[config.mk]
export PLATFORM = sky130hd
export DESIGN_NAME = jacobi_symbol_unit_flat
export DESIGN_NICKNAME = d
export VERILOG_FILES = /design/src/rtl/core/jsu_pkg.sv /design/src/rtl/core/jsu_req_if.sv /design/src/rtl/core/jsu_rsp_if.sv /design/src/rtl/core/jsu_sequencer.sv /design/src/rtl/core/jsu_datapath.sv /design/src/rtl/core/jacobi_symbol_unit.sv /design/src/flat_wrapper.sv
export SDC_FILE = /design/constraint.sdc
export NUM_CORES = 1
export LEC_CHECK = 0
export ABC_AREA = 1
export BUFFER_PORTS_ARGS = -buffer_cell sky130_fd_sc_hd__buf_2
export CORE_UTILIZATION = 35
export DETAILED_ROUTE_END_ITERATION = 12
export PLACE_DENSITY = 0.55
export SYNTH_ARGS = -nofsm -noshare
export SYNTH_HDL_FRONTEND = slang
export SYNTH_SLANG_ARGS = --single-unit
[constraint.sdc]
create_clock -name clk -period 16.4 [get_ports clk]
set_input_delay 2.46 -clock clk [delete_from_list [all_inputs] [get_ports clk]]
set_output_delay 2.46 -clock clk [all_outputs]
set_load 0.01 [all_outputs]
[src/rtl/core/jsu_pkg.sv]
// ----------------------------------------------------------------------------
// jsu_pkg
// Shared types, constants and the microcode table of the Jacobi symbol unit.
// ----------------------------------------------------------------------------
package jsu_pkg;

  localparam int VALUE_WIDTH_DEF = 31;

  localparam int STEP_W = 2;

  localparam logic [2:0] MOD8_THREE = 3'd3;
  localparam logic [2:0] MOD8_FIVE  = 3'd5;
  localparam logic [1:0] MOD4_THREE = 2'd3;

  localparam logic signed [1:0] SYM_ZERO = 2'sb00;
  localparam logic signed [1:0] SYM_POS  = 2'sb01;
  localparam logic signed [1:0] SYM_NEG  = 2'sb11;

  typedef enum logic [1:0] {
    OP_LOAD,
    OP_FINISH,
    OP_HALVE,
    OP_SWAPSUB
  } op_t;

  typedef enum logic {
    COND_ALWAYS,
    COND_DISPATCH
  } cond_t;

  // Dispatch layout: target + 0 on zero or forced result, + 1 on even, + 2 on odd.
  localparam logic [STEP_W-1:0] STEP_LOAD    = 2'd0;
  localparam logic [STEP_W-1:0] STEP_FINISH  = 2'd1;
  localparam logic [STEP_W-1:0] STEP_HALVE   = 2'd2;
  localparam logic [STEP_W-1:0] STEP_SWAPSUB = 2'd3;

  localparam logic [STEP_W-1:0] DISP_EVEN = 2'd1;
  localparam logic [STEP_W-1:0] DISP_ODD  = 2'd2;

  typedef struct packed {
    op_t               op;
    cond_t             cond;
    logic [STEP_W-1:0] target;
  } ucode_t;

  typedef struct packed {
    op_t  op;
    logic fire;
  } seq_ctrl_t;

  typedef struct packed {
    logic in_valid;
    logic out_free;
    logic force_next;
    logic a_zero_next;
    logic a_odd_next;
  } dp_status_t;

  function automatic ucode_t ucode_rom(input logic [STEP_W-1:0] step);
    ucode_t w;
    case (step)
      STEP_LOAD:    w = '{op: OP_LOAD,    cond: COND_DISPATCH, target: STEP_FINISH};
      STEP_FINISH:  w = '{op: OP_FINISH,  cond: COND_ALWAYS,   target: STEP_LOAD};
      STEP_HALVE:   w = '{op: OP_HALVE,   cond: COND_DISPATCH, target: STEP_FINISH};
      STEP_SWAPSUB: w = '{op: OP_SWAPSUB, cond: COND_DISPATCH, target: STEP_FINISH};
      default:      w = '{op: OP_LOAD,    cond: COND_DISPATCH, target: STEP_FINISH};
    endcase
    return w;
  endfunction

endpackage

[src/rtl/core/jsu_req_if.sv]
// ----------------------------------------------------------------------------
// jsu_req_if
// Request channel: one odd modulus per request.
// ----------------------------------------------------------------------------
interface jsu_req_if
  import jsu_pkg::*;
#(
  parameter int VALUE_WIDTH = VALUE_WIDTH_DEF
) ();
  logic                   valid;
  logic                   ready;
  logic [VALUE_WIDTH-1:0] modulus;

  modport source (output valid, output modulus, input ready);
  modport sink   (input valid, input modulus, output ready);
endinterface

[src/rtl/core/jsu_rsp_if.sv]
// ----------------------------------------------------------------------------
// jsu_rsp_if
// Response channel: symbol and bad-modulus flag.
// ----------------------------------------------------------------------------
interface jsu_rsp_if ();
  logic              valid;
  logic              ready;
  logic signed [1:0] symbol;
  logic              bad_modulus;

  modport source (output valid, output symbol, output bad_modulus, input ready);
  modport sink   (input valid, input symbol, input bad_modulus, output ready);
endinterface

[src/rtl/core/jsu_sequencer.sv]
// ----------------------------------------------------------------------------
// jsu_sequencer
// Step counter over the microcode table with stall and three-way dispatch.
// ----------------------------------------------------------------------------
module jsu_sequencer
  import jsu_pkg::*;
(
  input  logic       clk,
  input  logic       rst,
  input  dp_status_t status,
  output seq_ctrl_t  ctrl
);

  logic [STEP_W-1:0] step;
  logic [STEP_W-1:0] step_next;
  ucode_t            word;
  logic              stall;

  always_comb begin
    word  = ucode_rom(step);
    stall = ((word.op == OP_LOAD) && !status.in_valid) ||
            ((word.op == OP_FINISH) && !status.out_free);
    ctrl.op   = word.op;
    ctrl.fire = !stall;
  end

  always_comb begin
    step_next = step;
    if (!stall) begin
      case (word.cond)
        COND_ALWAYS: step_next = word.target;
        COND_DISPATCH: begin
          if (status.force_next || status.a_zero_next) begin
            step_next = word.target;
          end else if (!status.a_odd_next) begin
            step_next = word.target + DISP_EVEN;
          end else begin
            step_next = word.target + DISP_ODD;
          end
        end
        default: step_next = STEP_LOAD;
      endcase
    end
  end

  always_ff @(posedge clk) begin
    if (rst) begin
      step <= STEP_LOAD;
    end else begin
      step <= step_next;
    end
  end

endmodule

[src/rtl/core/jsu_datapath.sv]
// ----------------------------------------------------------------------------
// jsu_datapath
// Operand registers, sign, halve and swap-subtract units, result register.
// ----------------------------------------------------------------------------
module jsu_datapath
  import jsu_pkg::*;
#(
  parameter int VALUE_WIDTH = VALUE_WIDTH_DEF
) (
  input  logic                   clk,
  input  logic                   rst,
  input  seq_ctrl_t              ctrl,
  input  logic [VALUE_WIDTH-1:0] numerator,
  input  logic                   in_valid,
  input  logic [VALUE_WIDTH-1:0] modulus,
  input  logic                   out_ready,
  output logic                   in_ready,
  output logic                   out_valid,
  output logic signed [1:0]      symbol,
  output logic                   bad_modulus,
  output dp_status_t             status
);

  logic [VALUE_WIDTH-1:0] a;
  logic [VALUE_WIDTH-1:0] a_next;
  logic [VALUE_WIDTH-1:0] n;
  logic [VALUE_WIDTH-1:0] n_next;
  logic                   neg;
  logic                   neg_next;
  logic                   force_zero;
  logic                   force_zero_next;
  logic                   bad;
  logic                   bad_next;
  logic [VALUE_WIDTH:0]   diff;
  logic                   a_lt_n;
  logic                   flip8;
  logic                   flip4;
  logic                   in_bad;
  logic signed [1:0]      result;

  always_comb begin
    diff   = {1'b0, a} - {1'b0, n};
    a_lt_n = diff[VALUE_WIDTH];
    flip8  = (n[2:0] == MOD8_THREE) || (n[2:0] == MOD8_FIVE);
    flip4  = (a[1:0] == MOD4_THREE) && (n[1:0] == MOD4_THREE);
    in_bad = (modulus == '0) || !modulus[0];
  end

  always_comb begin
    a_next          = a;
    n_next          = n;
    neg_next        = neg;
    force_zero_next = force_zero;
    bad_next        = bad;
    case (ctrl.op)
      OP_LOAD: begin
        a_next          = numerator;
        n_next          = modulus;
        neg_next        = 1'b0;
        bad_next        = in_bad;
        force_zero_next = in_bad || (modulus == VALUE_WIDTH'(1));
      end
      OP_HALVE: begin
        a_next   = a >> 1;
        neg_next = neg ^ flip8;
      end
      OP_SWAPSUB: begin
        if (a_lt_n) begin
          a_next   = n - a;
          n_next   = a;
          neg_next = neg ^ flip4;
        end else begin
          a_next = diff[VALUE_WIDTH-1:0];
        end
      end
      OP_FINISH: begin
      end
      default: begin
      end
    endcase
  end

  always_comb begin
    if (force_zero || (n != VALUE_WIDTH'(1))) begin
      result = SYM_ZERO;
    end else if (neg) begin
      result = SYM_NEG;
    end else begin
      result = SYM_POS;
    end
  end

  always_comb begin
    in_ready           = (ctrl.op == OP_LOAD) && !rst;
    status.in_valid    = in_valid;
    status.out_free    = !out_valid || out_ready;
    status.force_next  = force_zero_next;
    status.a_zero_next = (a_next == '0);
    status.a_odd_next  = a_next[0];
  end

  always_ff @(posedge clk) begin
    if (ctrl.fire) begin
      a          <= a_next;
      n          <= n_next;
      neg        <= neg_next;
      force_zero <= force_zero_next;
      bad        <= bad_next;
    end
  end

  always_ff @(posedge clk) begin
    if (rst) begin
      out_valid <= 1'b0;
    end else if (ctrl.fire && (ctrl.op == OP_FINISH)) begin
      out_valid <= 1'b1;
    end else if (out_ready) begin
      out_valid <= 1'b0;
    end
  end

  always_ff @(posedge clk) begin
    if (ctrl.fire && (ctrl.op == OP_FINISH)) begin
      symbol      <= result;
      bad_modulus <= bad;
    end
  end

endmodule

[src/rtl/core/jacobi_symbol_unit.sv]
// ----------------------------------------------------------------------------
// jacobi_symbol_unit
// Jacobi symbol of a configured numerator over each requested odd modulus,
// run by a four-word microcode program over a binary reduction datapath.
//
//   channel   dir  payload                      handshake
//   req       in   modulus [VALUE_WIDTH-1:0]    valid / ready
//   rsp       out  symbol [1:0], bad_modulus    valid / ready
//   cfg       in   cfg_wdata [VALUE_WIDTH-1:0]  cfg_we, no wait
//
// A request runs a load step, its halving and swap-subtract steps, and a finish
// step. Halvings stay under 2 * VALUE_WIDTH and swap-subtract steps exceed
// them by at most one. The sequencer loop runs one datapath step per cycle,
// but holds on the load step until req.valid and on the finish step until
// the output register is free.
// Reset clears the step counter, the result valid and the numerator to zero.
// A new request is taken while a result still waits in the output register;
// a stalled result holds until rsp.ready.
// ----------------------------------------------------------------------------
module jacobi_symbol_unit
  import jsu_pkg::*;
#(
  parameter int VALUE_WIDTH = VALUE_WIDTH_DEF
) (
  input  logic                   clk,
  input  logic                   rst,
  input  logic                   cfg_we,
  input  logic [VALUE_WIDTH-1:0] cfg_wdata,
  jsu_req_if.sink                req,
  jsu_rsp_if.source              rsp
);

  logic [VALUE_WIDTH-1:0] numerator_value;
  seq_ctrl_t              ctrl;
  dp_status_t             status;

  always_ff @(posedge clk) begin
    if (rst) begin
      numerator_value <= '0;
    end else if (cfg_we) begin
      numerator_value <= cfg_wdata;
    end
  end

  jsu_sequencer u_seq (
    .clk    (clk),
    .rst    (rst),
    .status (status),
    .ctrl   (ctrl)
  );

  jsu_datapath #(
    .VALUE_WIDTH (VALUE_WIDTH)
  ) u_dp (
    .clk         (clk),
    .rst         (rst),
    .ctrl        (ctrl),
    .numerator   (numerator_value),
    .in_valid    (req.valid),
    .modulus     (req.modulus),
    .out_ready   (rsp.ready),
    .in_ready    (req.ready),
    .out_valid   (rsp.valid),
    .symbol      (rsp.symbol),
    .bad_modulus (rsp.bad_modulus),
    .status      (status)
  );

  a_no_back_to_back_accept: assert property (@(posedge clk) disable iff (rst)
    (req.valid && req.ready) |=> !req.ready)
    else $error("request taken twice without a finish step");

  a_finish_sets_valid: assert property (@(posedge clk) disable iff (rst)
    (ctrl.fire && (ctrl.op == OP_FINISH)) |=> rsp.valid)
    else $error("finish step did not post a result");

  a_symbol_code: assert property (@(posedge clk) disable iff (rst)
    rsp.valid |-> (rsp.symbol != 2'sb10))
    else $error("symbol code out of range");

  a_bad_gives_zero: assert property (@(posedge clk) disable iff (rst)
    (rsp.valid && rsp.bad_modulus) |-> (rsp.symbol == SYM_ZERO))
    else $error("bad modulus with nonzero symbol");

endmodule

[src/flat_wrapper.sv]
// flat-port wrapper written by rule: the top's interface ports become plain ports
module jacobi_symbol_unit_flat import jsu_pkg::*;
#(
  parameter int VALUE_WIDTH = VALUE_WIDTH_DEF
)
  (clk, rst, cfg_we, cfg_wdata, req_valid, req_modulus, req_ready, rsp_valid, rsp_symbol, rsp_bad_modulus, rsp_ready);
  jsu_req_if #(.VALUE_WIDTH(VALUE_WIDTH)) req_i ();
  jsu_rsp_if rsp_i ();
  input  logic clk;
  input  logic rst;
  input  logic cfg_we;
  input  logic [VALUE_WIDTH-1:0] cfg_wdata;
  input wire logic [$bits(req_i.valid)-1:0] req_valid;
  input wire logic [$bits(req_i.modulus)-1:0] req_modulus;
  output wire logic [$bits(req_i.ready)-1:0] req_ready;
  output wire logic [$bits(rsp_i.valid)-1:0] rsp_valid;
  output wire logic [$bits(rsp_i.symbol)-1:0] rsp_symbol;
  output wire logic [$bits(rsp_i.bad_modulus)-1:0] rsp_bad_modulus;
  input wire logic [$bits(rsp_i.ready)-1:0] rsp_ready;
  assign req_i.valid = req_valid;
  assign req_i.modulus = req_modulus;
  assign req_ready = req_i.ready;
  assign rsp_valid = rsp_i.valid;
  assign rsp_symbol = rsp_i.symbol;
  assign rsp_bad_modulus = rsp_i.bad_modulus;
  assign rsp_i.ready = rsp_ready;
  jacobi_symbol_unit #(.VALUE_WIDTH(VALUE_WIDTH)) u_core (.clk(clk), .rst(rst), .cfg_we(cfg_we), .cfg_wdata(cfg_wdata), .req(req_i), .rsp(rsp_i));
endmodule
==> flow_summary_export.csv <==
group,metric,value,unit
clock_network,cts_tree,"done",
yosys,synth_nets,1751,
sta,drv_slew,0,
floorplan,die_x,169,um
min_path,min_path_type,"reg2reg",
sta,final.setup.tns,0,ns
clock_network,clk_pin_slew,0.07,ns
floorplan,core,27200,um2
global_route,grt-ovfl-total,0,
run_status,status,"finished clean",
clock_network,hold_buffers,0,
global_route,grt_pass1_vias,9320,
clock_network,cts_buffers,9,
route,routed-wl-met3,1.52,mm
route,dr_total_vias,9981,
route,viasPerCell,4.89,
clock_network,cts_root_buf,"clkbuf_16",
placed_design,portBuffers,71,
run,cap_violations,0,
yosys,synth-simple-area-share,0.380,
setup_path,cp-end-kind,"output port",
yosys,synth.distinct_cells,38,
sta,final.setup_skew,0.0109,ns
setup_path,startpoint_type,"input port",
global_route,grt_first_pass_wirelength,51.1,mm
placed_design,gp_congestion,0.933,
yosys,netlist_area,9780,um2
route,wl_per_cell,15.9,um
route,dr.max_layer_used,"met4",
floorplan,start_util,0.360,
route,wl_met1,16.2,mm
floorplan,die-area,28600,um2
floorplan,rows,60,
yosys,syn_inst,1617,
clock_network,cts.sinks,102,
yosys,synth_mux_area_frac,0,
floorplan,die_h,169,um
global_route,antenna_found_initial,0,
yosys,synthAdderAreaFrac,0.0872,
placed_design,hpwl,26.5,mm
final_layout,diodes,0,
sta,setup_viol,0,
yosys,synth_compound_area_frac,0.0931,
final_layout,nets,1799,
route,dr.pass1.iters,5,
sta,finalCritPeriodShare,0.347,
route,drt_iter0_drc,659,
sta,max_freq,176,MHz
final_layout,area_growth_syn_to_layout,10.1,%
floorplan,ios,72,
yosys,synth_top_family_by_area,"simple AND/OR/NAND/NOR gates",
clock_network,cts.htree.levels,3,
route,wirelength,32.4,mm
sta,maxSlewHeadroom,0.265,
global_route,grt_max_degree,60,
sta,fin_crit,5.69,ns
yosys,synth_seq_cells,102,
setup_path,crit_fanout,35,
global_route,grtUsageTotal,0.232,
clock_network,insertion_delay,0.35,ns
yosys,ys_seq_area_frac,0.278,
setup_path,cp.arrival,3.23,ns
route,wl_met2,14.2,mm
sta,tightestPinTransition,1.10,ns
route,drc,0,
yosys,ys_warn_count,0,
clock_network,clockBufferDepth,2,
yosys,synth_xor_area_frac,0.0179,
final_layout,drive_gt1_frac,0.0760,
yosys,syn_area_per_cell,6.05,um2
setup_path,worstPathRequired,13.94,ns
sta,hold_viol,0,
setup_path,critPathKind,"in2out",
route,ant_nets,0,
clock_network,cts_setup_buffers,0,
clock_network,ctsResizeCount,0,
sta,rsz0062_at_grt,"no",
==> final timing paths <==
check,startpoint,end,slack [ns],cells after the start
max,rst,req_ready,10.71,3
min,u_core.u_dp.bad,u_core.u_dp.bad_modulus,0.44,0
max reg2reg,u_core.u_dp.a[26],u_core.u_seq.step[0],12.17,21
min reg2reg,u_core.u_dp.bad,u_core.u_dp.bad_modulus,0.44,0
==> cells by family (layout without fill, tap and decap cells) <==
kind of cell	after synthesis	count (layout)
AOI/OAI and AO/OA	153	153
xor gates and xnor gates	20	20
adders and majority gates	67	67
buffers and inverters	363	416
DFF	102	102
and+or+nand+nor	912	912
==> metrics by stage <==
| step | area [um2] | hold WS (ns) | std cells | utilization | setup slack [ns] |
|---|---|---|---|---|---|
| 6_report | 10800 | 0.437 | 2042 | 0.396 | 10.71 |
| 5_1_grt | 10800 | 0.439 | 2042 | 0.396 | 10.62 |
| 4_1_cts | 10800 | 0.439 | 2042 | 0.396 | 10.69 |
| 3_5_place_dp | 10500 | 0.407 | 2026 | 0.386 | 10.69 |
| 3_3_place_gp | 10500 | 0.423 | 2026 | 0.386 | 10.69 |
| 2_1_floorplan | 9780 | 0.400 | 1617 | - | 8.99 |
==> state kept, by name, indices dropped and copies added, names as in the netlist <==
signal,count
u_core.u_dp.a,31
u_core.numerator_value,31
u_core.u_seq.step,2
u_core.u_dp.n,31
u_core.u_dp.symbol,2
u_core.u_dp.bad_modulus,1
u_core.u_dp.bad,1
u_core.u_dp.out_valid,1
u_core.u_dp.force_zero,1
u_core.u_dp.neg,1
==> Yosys cell counts, drive strengths merged <==
master	n	share of area
nand2	702	0.27
inv	318	0.12
nand3	103	0.054
a21oi	72	0.039
nor2	71	0.030
edfxtp	68	0.21
ha	65	0.083
o21ai	44	0.023
dfxtp	34	0.070
clkbuf	31	0.012
a221oi	27	0.024
nand4	20	0.013
xor2	20	0.018
nor4	13	0.0083
buf	9	0.0075
clkinv	5	0.0020
o22ai	3	0.0019
fa	2	0.0041
nor3	2	0.0010
o21bai	2	0.0015
a211oi	1	0.00077
a21boi	1	0.00077
a21o	1	0.00077
a31oi	1	0.00064
nor3b	1	0.00077
o221ai	1	0.00090
==> layer usage <==
layer / GRT usage / vias up
met5: 0 / -
li1: - / 5103
met4: 0.0623 / 0
met3: 0.0205 / 32
met2: 0.367 / 275
met1: 0.337 / 4571
==> final cells by class <==
class / count / area, um2
fill: 3075 / 16400
multi-input combinational: 1152 / 5680
sequential: 102 / 2720
inverter: 323 / 1210
tap: 372 / 465
timing repair buffer: 77 / 400
clock buffer: 10 / 239
clock inverter: 6 / 43.8
==> placed cells by master, fill, tap and decap left out, types with 2 or more instances in the layout <==
| master | n |
|---|---|
| a21oi_1 | 67 |
| a21oi_2 | 3 |
| a21oi_4 | 2 |
| a221oi_1 | 27 |
| buf_2 | 71 |
| buf_4 | 6 |
| clkbuf_16 | 9 |
| clkinv_1 | 5 |
| clkinv_4 | 2 |
| dfxtp_1 | 34 |
| edfxtp_1 | 68 |
| fa_1 | 2 |
| ha_1 | 63 |
| ha_2 | 2 |
| inv_1 | 314 |
| inv_2 | 4 |
| nand2_1 | 689 |
| nand2_2 | 11 |
| nand2_4 | 2 |
| nand3_1 | 101 |
| nand3_2 | 2 |
| nand4_1 | 20 |
| nor2_1 | 64 |
| nor2_2 | 6 |
| nor3_1 | 2 |
| nor4_1 | 13 |
| o21ai_0 | 42 |
| o21ai_1 | 2 |
| o21bai_1 | 2 |
| o22ai_1 | 3 |
| xor2_1 | 20 |
==> critical path, stage by stage <==
cell and delay [ns]:
buf_2 0.49, nor2_1 0.10, buf_2 0.16
Power is left out: the tool's default activity adds up to more than one toggle a clock period on the data nets, which glitch-free logic cannot reach.
